`src/design/assert_macros.svh`:
```
// Assertion macros used by the keep-top-n-extremes core.
// Depends on nothing; the including module provides clk and rst.
`ifndef ASSERT_MACROS_SVH
`define ASSERT_MACROS_SVH

// Clocked assertion that is switched off while reset is high.
`define KTE_ASSERT(label, prop, msg) \
  label: assert property (@(posedge clk) disable iff (rst) (prop)) else $error(msg);

// Clocked assertion that also holds during reset.
`define KTE_ASSERT_ALWAYS(label, prop, msg) \
  label: assert property (@(posedge clk) (prop)) else $error(msg);

`endif

```
`src/design/kte_pkg.sv`:
```
// Shared constants and types for the keep-top-n-extremes block.
// Depends on nothing; kte_ifs, kte_cfg, kte_weigh and the core use it by scoped names.
`timescale 1ns / 1ps

package kte_pkg;

  localparam int MAX_ELEMENTS = 64;
  localparam int IDX_W        = $clog2(MAX_ELEMENTS);
  localparam int CNT_W        = $clog2(MAX_ELEMENTS + 1);
  localparam int DATA_W       = 16;
  localparam int PADDR_W      = 4;
  localparam int PDATA_W      = 32;

  localparam logic [1:0] REG_SELECT_COUNT  = 2'd0;
  localparam logic [1:0] REG_KEEP_SMALLEST = 2'd1;
  localparam logic [1:0] REG_LINK_WEIGHT   = 2'd2;

  typedef struct packed {
    logic [6:0]               select_count;
    logic                     keep_smallest;
    logic signed [DATA_W-1:0] link_weight;
  } cfg_t;

endpackage

```
`src/design/kte_ifs.sv`:
```
// Valid/ready channel interfaces for element requests and kept results.
// Depends on kte_pkg.
`timescale 1ns / 1ps

interface kte_elem_if;
  logic                              valid;
  logic                              ready;
  logic signed [kte_pkg::DATA_W-1:0] activity;
  logic                              final_element;

  modport source (output valid, output activity, output final_element, input ready);
  modport sink (input valid, input activity, input final_element, output ready);
endinterface

interface kte_kept_if;
  logic                              valid;
  logic                              ready;
  logic signed [kte_pkg::DATA_W-1:0] kept_value;
  logic [kte_pkg::IDX_W-1:0]         position;
  logic                              end_of_run;

  modport source (output valid, output kept_value, output position, output end_of_run,
                  input ready);
  modport sink (input valid, input kept_value, input position, input end_of_run,
                output ready);
endinterface

```
`src/design/kte_ram.sv`:
```
// Generic single-write, single-read synchronous RAM with registered read data.
// Depends on nothing.
`timescale 1ns / 1ps

module kte_ram #(
  parameter int DEPTH = 64,
  parameter int WIDTH = 16
) (
  input  logic                     clk,
  input  logic                     we,
  input  logic [$clog2(DEPTH)-1:0] waddr,
  input  logic [WIDTH-1:0]         wdata,
  input  logic                     re,
  input  logic [$clog2(DEPTH)-1:0] raddr,
  output logic [WIDTH-1:0]         rdata
);

  logic [WIDTH-1:0] mem [DEPTH];

  always_ff @(posedge clk) begin
    if (we) begin
      mem[waddr] <= wdata;
    end
    if (re) begin
      rdata <= mem[raddr];
    end
  end

endmodule

```
`src/design/kte_cfg.sv`:
```
// APB-style configuration registers: select count, mode and link weight.
// Depends on kte_pkg.
`timescale 1ns / 1ps

module kte_cfg (
  input  logic                         clk,
  input  logic                         rst,
  input  logic                         psel,
  input  logic                         penable,
  input  logic                         pwrite,
  input  logic [kte_pkg::PADDR_W-1:0]  paddr,
  input  logic [kte_pkg::PDATA_W-1:0]  pwdata,
  output logic [kte_pkg::PDATA_W-1:0]  prdata,
  output logic                         pready,
  output kte_pkg::cfg_t                cfg
);

  logic wr_en;

  assign pready = 1'b1;
  assign wr_en  = psel && penable && pwrite;

  always_ff @(posedge clk) begin
    if (rst) begin
      cfg.select_count  <= 7'd1;
      cfg.keep_smallest <= 1'b0;
      cfg.link_weight   <= 16'sd4096;
    end else if (wr_en) begin
      unique case (paddr[3:2])
        kte_pkg::REG_SELECT_COUNT:  cfg.select_count  <= pwdata[6:0];
        kte_pkg::REG_KEEP_SMALLEST: cfg.keep_smallest <= pwdata[0];
        kte_pkg::REG_LINK_WEIGHT:   cfg.link_weight   <= $signed(pwdata[15:0]);
        default: begin
        end
      endcase
    end
  end

  always_comb begin
    unique case (paddr[3:2])
      kte_pkg::REG_SELECT_COUNT:  prdata = {25'd0, cfg.select_count};
      kte_pkg::REG_KEEP_SMALLEST: prdata = {31'd0, cfg.keep_smallest};
      kte_pkg::REG_LINK_WEIGHT:   prdata = {{16{cfg.link_weight[15]}}, cfg.link_weight};
      default:                    prdata = '0;
    endcase
  end

endmodule

```
`src/design/kte_weigh.sv`:
```
// Gain stage: registered Q8.24 product of Q4.12 operands, then round half up to Q4.12 and saturate.
// Depends on kte_pkg.
`timescale 1ns / 1ps

module kte_weigh (
  input  logic                              clk,
  input  logic                              load,
  input  logic signed [kte_pkg::DATA_W-1:0] act,
  input  logic signed [kte_pkg::DATA_W-1:0] weight,
  output logic signed [kte_pkg::DATA_W-1:0] result
);

  logic signed [31:0] prod;
  logic signed [32:0] biased;
  logic signed [20:0] quot;

  always_ff @(posedge clk) begin
    if (load) begin
      prod <= act * weight;
    end
  end

  // Adding half an LSB and dropping twelve bits floors, so halves round up.
  assign biased = {prod[31], prod} + 33'sd2048;
  assign quot   = biased[32:12];

  always_comb begin
    if (!quot[20] && (quot[19:15] != 5'b00000)) begin
      result = 16'sh7FFF;
    end else if (quot[20] && (quot[19:15] != 5'b11111)) begin
      result = 16'sh8000;
    end else begin
      result = quot[15:0];
    end
  end

endmodule

```
`src/design/keep_top_n_extremes_core.sv`:
```
// Keeps the select_count largest (or smallest) elements of a loaded vector and
// emits every element in order, a kept one scaled by link_weight, any other as
// zero. Element requests are accepted only while loading, until final_element or
// a full store of 64. Selection then runs min(select_count, n) passes over the
// element RAM, the single read port yielding one entry per cycle, and emission
// reads, weighs and presents each element in turn, holding while the output is
// not taken. Each RAM entry holds an element together with its chosen mark, so
// loading an element clears it.
`timescale 1ns / 1ps
`include "assert_macros.svh"

module keep_top_n_extremes_core (
  input  logic                        clk,
  input  logic                        rst,
  kte_elem_if.sink                    elem,
  kte_kept_if.source                  kept,
  input  logic                        psel,
  input  logic                        penable,
  input  logic                        pwrite,
  input  logic [kte_pkg::PADDR_W-1:0] paddr,
  input  logic [kte_pkg::PDATA_W-1:0] pwdata,
  output logic [kte_pkg::PDATA_W-1:0] prdata,
  output logic                        pready
);

  typedef enum logic [2:0] {
    ST_LOAD,
    ST_SCAN,
    ST_MARK,
    ST_EMIT_RD,
    ST_EMIT_MUL,
    ST_EMIT_OUT
  } state_t;

  state_t                             state;
  kte_pkg::cfg_t                      cfg;
  logic [kte_pkg::CNT_W-1:0]          cnt;
  logic [kte_pkg::CNT_W-1:0]          n_len;
  logic [kte_pkg::CNT_W-1:0]          scan_idx;
  logic [kte_pkg::CNT_W-1:0]          passes;
  logic [kte_pkg::CNT_W-1:0]          len_next;
  logic [kte_pkg::CNT_W-1:0]          keep_next;
  logic [kte_pkg::IDX_W-1:0]          emit_idx;
  logic [kte_pkg::IDX_W-1:0]          best;
  logic [kte_pkg::IDX_W-1:0]          rd_idx;
  logic signed [kte_pkg::DATA_W-1:0]  best_val;
  logic signed [kte_pkg::DATA_W-1:0]  rdata;
  logic signed [kte_pkg::DATA_W-1:0]  weighed;
  logic                               found;
  logic                               rd_vld;
  logic                               rd_mark;
  logic                               elem_acc;
  logic                               last_elem;
  logic                               ram_we;
  logic [kte_pkg::IDX_W-1:0]          ram_waddr;
  logic [kte_pkg::DATA_W:0]           ram_wdata;
  logic [kte_pkg::DATA_W:0]           ram_rdata;
  logic                               ram_re;
  logic [kte_pkg::IDX_W-1:0]          ram_raddr;
  logic                               better;
  logic                               emit_last;
  logic                               emit_fire;
  logic                               out_valid;
  logic signed [kte_pkg::DATA_W-1:0]  out_value;
  logic [kte_pkg::IDX_W-1:0]          out_pos;
  logic                               out_end;

  kte_cfg u_cfg (
    .clk     (clk),
    .rst     (rst),
    .psel    (psel),
    .penable (penable),
    .pwrite  (pwrite),
    .paddr   (paddr),
    .pwdata  (pwdata),
    .prdata  (prdata),
    .pready  (pready),
    .cfg     (cfg)
  );

  kte_ram #(
    .DEPTH (kte_pkg::MAX_ELEMENTS),
    .WIDTH (kte_pkg::DATA_W + 1)
  ) u_ram (
    .clk   (clk),
    .we    (ram_we),
    .waddr (ram_waddr),
    .wdata (ram_wdata),
    .re    (ram_re),
    .raddr (ram_raddr),
    .rdata (ram_rdata)
  );

  kte_weigh u_weigh (
    .clk    (clk),
    .load   (state == ST_EMIT_MUL),
    .act    (rdata),
    .weight (cfg.link_weight),
    .result (weighed)
  );

  assign elem.ready = (state == ST_LOAD);
  assign elem_acc   = elem.valid && elem.ready;
  assign len_next   = cnt + 1'b1;
  assign last_elem  = elem.final_element ||
                      (len_next == kte_pkg::CNT_W'(kte_pkg::MAX_ELEMENTS));
  assign keep_next  = (cfg.select_count < len_next) ? cfg.select_count : len_next;

  assign ram_we    = elem_acc || ((state == ST_MARK) && found);
  assign ram_waddr = (state == ST_MARK) ? best : cnt[kte_pkg::IDX_W-1:0];
  assign ram_wdata = (state == ST_MARK) ? {1'b1, best_val} : {1'b0, elem.activity};
  assign rdata     = ram_rdata[kte_pkg::DATA_W-1:0];
  assign rd_mark   = ram_rdata[kte_pkg::DATA_W];

  assign ram_re    = ((state == ST_SCAN) && (scan_idx < n_len)) || (state == ST_EMIT_RD);
  assign ram_raddr = (state == ST_SCAN) ? scan_idx[kte_pkg::IDX_W-1:0] : emit_idx;
  assign better    = cfg.keep_smallest ? (rdata < best_val) : (rdata > best_val);
  assign emit_last = ({1'b0, emit_idx} + 1'b1) == n_len;
  assign emit_fire = (state == ST_EMIT_OUT) && (!out_valid || kept.ready);

  assign kept.valid      = out_valid;
  assign kept.kept_value = out_value;
  assign kept.position   = out_pos;
  assign kept.end_of_run = out_end;

  always_ff @(posedge clk) begin
    if (rst) begin
      state     <= ST_LOAD;
      cnt       <= '0;
      n_len     <= '0;
      found     <= 1'b0;
      rd_vld    <= 1'b0;
      out_valid <= 1'b0;
    end else begin
      rd_vld <= (state == ST_SCAN) && (scan_idx < n_len);
      rd_idx <= scan_idx[kte_pkg::IDX_W-1:0];
      if (emit_fire) begin
        out_valid <= 1'b1;
      end else if (kept.ready) begin
        out_valid <= 1'b0;
      end
      unique case (state)
        ST_LOAD: begin
          if (elem_acc) begin
            if (last_elem) begin
              cnt      <= '0;
              n_len    <= len_next;
              passes   <= keep_next;
              scan_idx <= '0;
              found    <= 1'b0;
              emit_idx <= '0;
              state    <= (keep_next == '0) ? ST_EMIT_RD : ST_SCAN;
            end else begin
              cnt <= len_next;
            end
          end
        end
        ST_SCAN: begin
          if (rd_vld && !rd_mark && (!found || better)) begin
            found    <= 1'b1;
            best     <= rd_idx;
            best_val <= rdata;
          end
          if (scan_idx == n_len) begin
            state <= ST_MARK;
          end else begin
            scan_idx <= scan_idx + 1'b1;
          end
        end
        ST_MARK: begin
          passes <= passes - 1'b1;
          if (passes == kte_pkg::CNT_W'(1)) begin
            state <= ST_EMIT_RD;
          end else begin
            scan_idx <= '0;
            found    <= 1'b0;
            state    <= ST_SCAN;
          end
        end
        ST_EMIT_RD: begin
          state <= ST_EMIT_MUL;
        end
        ST_EMIT_MUL: begin
          state <= ST_EMIT_OUT;
        end
        ST_EMIT_OUT: begin
          if (emit_fire) begin
            out_value <= rd_mark ? weighed : '0;
            out_pos   <= emit_idx;
            out_end   <= emit_last;
            if (emit_last) begin
              state <= ST_LOAD;
            end else begin
              emit_idx <= emit_idx + 1'b1;
              state    <= ST_EMIT_RD;
            end
          end
        end
        default: begin
          state <= ST_LOAD;
        end
      endcase
    end
  end

  // Every selection pass finds an entry that no earlier pass chose.
  `KTE_ASSERT(a_pass_found, (state == ST_MARK) |-> found, "selection pass found no entry")
  // A chosen entry always lies inside the loaded vector.
  `KTE_ASSERT(a_best_range, (state == ST_MARK) |-> ({1'b0, best} < n_len), "chosen entry out of range")
  // A scan only runs while passes remain, and never more passes than entries.
  `KTE_ASSERT(a_pass_count, (state == ST_SCAN) |-> ((passes != '0) && (passes <= n_len)), "bad pass count")

endmodule

```
`src/flat_wrapper.sv`:
```
// flat-port wrapper written by rule: the top's interface ports become plain ports
module keep_top_n_extremes_core_flat 
  (clk, rst, psel, penable, pwrite, paddr, pwdata, prdata, pready, elem_valid, elem_activity, elem_final_element, elem_ready, kept_valid, kept_kept_value, kept_position, kept_end_of_run, kept_ready);
  kte_elem_if elem_i ();
  kte_kept_if kept_i ();
  input  logic clk;
  input  logic rst;
  input  logic psel;
  input  logic penable;
  input  logic pwrite;
  input  logic [kte_pkg::PADDR_W-1:0] paddr;
  input  logic [kte_pkg::PDATA_W-1:0] pwdata;
  output logic [kte_pkg::PDATA_W-1:0] prdata;
  output logic pready;
  input wire logic [$bits(elem_i.valid)-1:0] elem_valid;
  input wire logic [$bits(elem_i.activity)-1:0] elem_activity;
  input wire logic [$bits(elem_i.final_element)-1:0] elem_final_element;
  output wire logic [$bits(elem_i.ready)-1:0] elem_ready;
  output wire logic [$bits(kept_i.valid)-1:0] kept_valid;
  output wire logic [$bits(kept_i.kept_value)-1:0] kept_kept_value;
  output wire logic [$bits(kept_i.position)-1:0] kept_position;
  output wire logic [$bits(kept_i.end_of_run)-1:0] kept_end_of_run;
  input wire logic [$bits(kept_i.ready)-1:0] kept_ready;
  assign elem_i.valid = elem_valid;
  assign elem_i.activity = elem_activity;
  assign elem_i.final_element = elem_final_element;
  assign elem_ready = elem_i.ready;
  assign kept_valid = kept_i.valid;
  assign kept_kept_value = kept_i.kept_value;
  assign kept_position = kept_i.position;
  assign kept_end_of_run = kept_i.end_of_run;
  assign kept_i.ready = kept_ready;
  keep_top_n_extremes_core u_core (.clk(clk), .rst(rst), .elem(elem_i), .kept(kept_i), .psel(psel), .penable(penable), .pwrite(pwrite), .paddr(paddr), .pwdata(pwdata), .prdata(prdata), .pready(pready));
endmodule
```
`config.mk`:
```
export PLATFORM = sky130hd
export DESIGN_NAME = keep_top_n_extremes_core_flat
export DESIGN_NICKNAME = d
export VERILOG_FILES = /design/src/design/kte_pkg.sv /design/src/design/kte_ifs.sv /design/src/design/kte_ram.sv /design/src/design/kte_cfg.sv /design/src/design/kte_weigh.sv /design/src/design/keep_top_n_extremes_core.sv /design/src/flat_wrapper.sv
export VERILOG_INCLUDE_DIRS = /design/src /design/src/design
export SDC_FILE = /design/constraint.sdc
export NUM_CORES = 2
export LEC_CHECK = 0
export BUFFER_PORTS_ARGS = -buffer_cell sky130_fd_sc_hd__buf_2
export CAP_MARGIN = 20
export CORE_MARGIN = 3
export CORE_UTILIZATION = 50
export CTS_CLUSTER_DIAMETER = 100
export DETAILED_ROUTE_END_ITERATION = 10
export GPL_ROUTABILITY_DRIVEN = 0
export HOLD_SLACK_MARGIN = 0.02
export PLACE_DENSITY = 0.67
export SYNTH_ARGS = -nofsm -noshare
export SYNTH_HDL_FRONTEND = slang
export SYNTH_SLANG_ARGS = --single-unit
```
`constraint.sdc`:
```
create_clock -name clk -period 10.3 [get_ports clk]
set_clock_uncertainty 0.1 [all_clocks]
set_input_delay 1.03 -clock clk [delete_from_list [all_inputs] [get_ports clk]]
set_output_delay 1.03 -clock clk [all_outputs]
set_load 0.005 [all_outputs]
```
==> flow_metrics.env <==
export IMPL_drive_gt1_share_pct=10.8
export IMPL_worstSetupStartpointType="register"
export IMPL_rows=125
export IMPL_synthCells=4548
export IMPL_cts_buffer_depth=3
export IMPL_p_int_w=0.00912
export IMPL_cts_setup_buffers=0
export IMPL_io_buffers=98
export IMPL_grt_usage_pct=24.7
export IMPL_cts_hold_buf=0
export IMPL_switching_power_w=0.00371
export IMPL_synthesis_nets=4983
export IMPL_grt_overflow=0
export IMPL_grt_pass1_wl_um=227000
export IMPL_max_freq_ghz=0.143
export IMPL_crit_buf_inv=3
export IMPL_max_slew_margin_pct=24.0
export IMPL_syn_to_final_growth_pct=11.3
export IMPL_maxCapViolCount=0
export IMPL_slowest_stage="edfxtp_1"
export IMPL_clockPowerShare_pct=35.6
export IMPL_place_hpwl_um=92000
export IMPL_cts_root_buffer="clkbuf_16"
export IMPL_die_area_um2=123000
export IMPL_die_w_um=351
export IMPL_combinationalPowerShare_pct=18.8
export IMPL_first_pass_iters=5
export IMPL_fill_cells=9340
export IMPL_finalMaxSlewViolations=0
export IMPL_synth_seq_area_share_pct=62.0
export IMPL_worstPathCellList="nand2_1 > fa_1 > fa_1 > fa_1 > inv_1 > fa_1 > fa_1 > inv_1 > fa_1 > inv_1 > ha_1 > a211oi_1 > o21ai_0 > a32o_1 > a211oi_1 > o21ai_0 > a21oi_1 > o21bai_1 > xor2_1"
export IMPL_crit_type="register to register"
export IMPL_rsz0062_at_grt="false"
export IMPL_drc=0
export IMPL_crit_arrival_ps=7350
export IMPL_pwr_share_seq_pct=45.6
export IMPL_ioPinCount=118
export IMPL_yosys_warnings=0
export IMPL_worst_pin_slew_ps=1140
export IMPL_min_delay_start="u_core.rd_idx[4]"
export IMPL_antenna_found_initial=7
export IMPL_period_needed_ps=7000
export IMPL_min_path_type="register to register"
export IMPL_path_clk_slew_ps=60
export IMPL_worstSetupEndpointType="register"
export IMPL_status="complete, no violations"
export IMPL_reg2reg_from="u_core.u_ram.rdata[10]"
export IMPL_swShare_pct=28.9
export IMPL_async_reset_ff_share_pct=0
export IMPL_ir_worst_vdd_v=0.000162
export IMPL_critPathRequiredTime_ps=10650
export IMPL_ys_flop_type="edfxtp_1"
export IMPL_synth_edf_count=1197
export IMPL_cts_tree="built"
export IMPL_dr_first_iter_drc_count=4127
export IMPL_setup_viol=0
export IMPL_die_h_um=351
export IMPL_wl_per_cell_um=23.9
export IMPL_grt_max_degree=182
export IMPL_fin_cells=6277
export IMPL_final_hold_viol_count=0
export IMPL_start_util_pct=50.8
export IMPL_path_delay_family="adder cells"
export IMPL_vias=36800
export IMPL_h_tree_depth=3
export IMPL_clock_sinks=1241
export IMPL_grt_pass1_vias=36400
export IMPL_synth_seq_cells=1241
export IMPL_cts_buffers=120
export IMPL_critPathMostFrequentCell="fa_1"
export IMPL_antenna_left=0
export IMPL_via_per_inst=5.86
export IMPL_syn_area_um2=59400
export IMPL_power_leakage_nw=24.5
export IMPL_tns_ps=0
export IMPL_coreArea_um2=117000
export IMPL_synth_distinct_cells=66
export IMPL_crit_fanout=18
export IMPL_placed_cells=6046
export IMPL_clkLatencyLatePin_ps=780
export IMPL_cts_resized_gates=0
export IMPL_cp_startpoint="u_core.u_ram.rdata[10]"
export IMPL_wirelength_um=150000
export IMPL_synth_area_per_cell_um2=13.1
export IMPL_final_net_count=5081
export IMPL_pwr_density_cell_nw_per_um2=194
export IMPL_period_share_pct=67.9
export IMPL_slowest_delay_ps=880
export IMPL_ff2ff_setup_slack_ps=3300
-- cell usage in the layout, fill, tap and decap left out, types with 98 or more instances in the layout --
master     count
edfxtp_1    1197
nand2_1      925
inv_1        345
nand3_1      281
fa_1         261
nor2_1       148
and2_1       137
clkbuf_16    121
buf_4        119
ha_1         114
o2111ai_1    103
buf_2         98
-- routing by layer --
layer	share of wire [%]	wire length, um	vias up	GRT usage (%)
met5	0.0087	13	-	0
met3	7.7	11600	293	4.25
met1	40	60300	18700	33.2
met4	4.4	6590	2	9.89
met2	48	71700	1456	40.1
li1	-	-	16400	-
-- power groups by stage --
| stage | combinational [W] | clock (W) | sequential (W) |
|---|---|---|---|
| 2_1_floorplan | 0.00157 | 0 | 0.00589 |
| 3_3_place_gp | 0.00234 | 0 | 0.00595 |
| 3_5_place_dp | 0.00239 | 0 | 0.00595 |
| 4_1_cts | 0.00240 | 0.00464 | 0.00584 |
| 5_1_grt | 0.00263 | 0.00485 | 0.00585 |
| 6_report | 0.00242 | 0.00457 | 0.00584 |
-- per-stage QoR --
stage | cell area [um^2] | utilization [%] | hold slack, ps | total power [W] | setup slack (ps)
after floorplan | 59400 | - | 300 | 0.00746 | 4120
after global placement | 61900 | 52.9 | 307 | 0.00829 | 3450
after detailed placement | 61900 | 52.9 | 305 | 0.00834 | 3380
after CTS | 66100 | 56.5 | 318 | 0.0129 | 3400
after global routing | 66100 | 56.5 | 326 | 0.0133 | 2980
final | 66100 | 56.5 | 318 | 0.0128 | 3300
-- final timing paths --
check | endpoint | depth (start not counted)
worst max register to register | u_core.u_weigh.prod[26] | 19
worst min-delay path | u_core.best[4] | 0
worst min register to register | u_core.best[4] | 0
worst max-delay path | u_core.u_weigh.prod[26] | 19
-- synth_stat cells, drive strengths merged (9+ instances only) --
cell type	n	area share, %
a211oi	10	0.13
mux4	68	2.6
inv	345	2.2
and3	70	0.74
buf	93	0.86
and2	137	1.4
a31oi	60	0.63
nand2	928	5.9
nand4	34	0.36
or3	23	0.24
fa	261	8.8
a221oi	18	0.27
xor2	24	0.35
dfxtp	44	1.5
nor2b	9	0.095
clkbuf	153	0.97
nor3	23	0.19
o21a	16	0.20
o21ai	78	0.66
nand2b	11	0.12
mux2i	87	1.5
nor2	157	1.0
nand3	281	2.4
xnor2	40	0.59
edfxtp	1197	61
a21oi	63	0.53
a221o	17	0.29
a21o	16	0.20
ha	114	2.4
o2111ai	103	1.5
-- sequential cells by signal, indices dropped and copies added (netlist names), 7 cells and up --
register                cells
u_core.n_len                7
u_core.cnt                  7
u_core.u_ram.rdata         17
u_core.u_cfg.cfg           24
u_core.u_weigh.prod        21
u_core.u_ram.mem         1088
u_core.scan_idx             7
u_core.passes               7
u_core.best_val            16
u_core.kept.kept_value     16
-- final cells by class --
| cell class | count | area (um^2) | area share (%) |
|---|---|---|---|
| Inverter | 347 | 1300 | 1.97 |
| Tap cell | 1524 | 1910 | 2.88 |
| Clock inverter | 85 | 1030 | 1.55 |
| Timing Repair Buffer | 222 | 1480 | 2.24 |
| Multi-Input combinational cell | 2714 | 20500 | 30.9 |
| Sequential cell | 1241 | 36800 | 55.7 |
| Clock buffer | 142 | 3130 | 4.73 |
| Antenna cell | 2 | 5.00 | 0.00757 |
-- logic make-up after synthesis --
| group | count (synthesis) | share of synthesized area, % |
|---|---|---|
| AOI/OAI and AO/OA | 419 | 4.96 |
| xor gates and xnor gates | 65 | 0.982 |
| adders and majority gates | 375 | 11.2 |
| buffers and inverters | 593 | 4.02 |
| DFF | 1241 | 62.0 |
| muxes | 156 | 4.07 |
| other | 1 | 0.00631 |
| and+or+nand+nor | 1698 | 12.8 |
(Power assumes the default switching activity.)
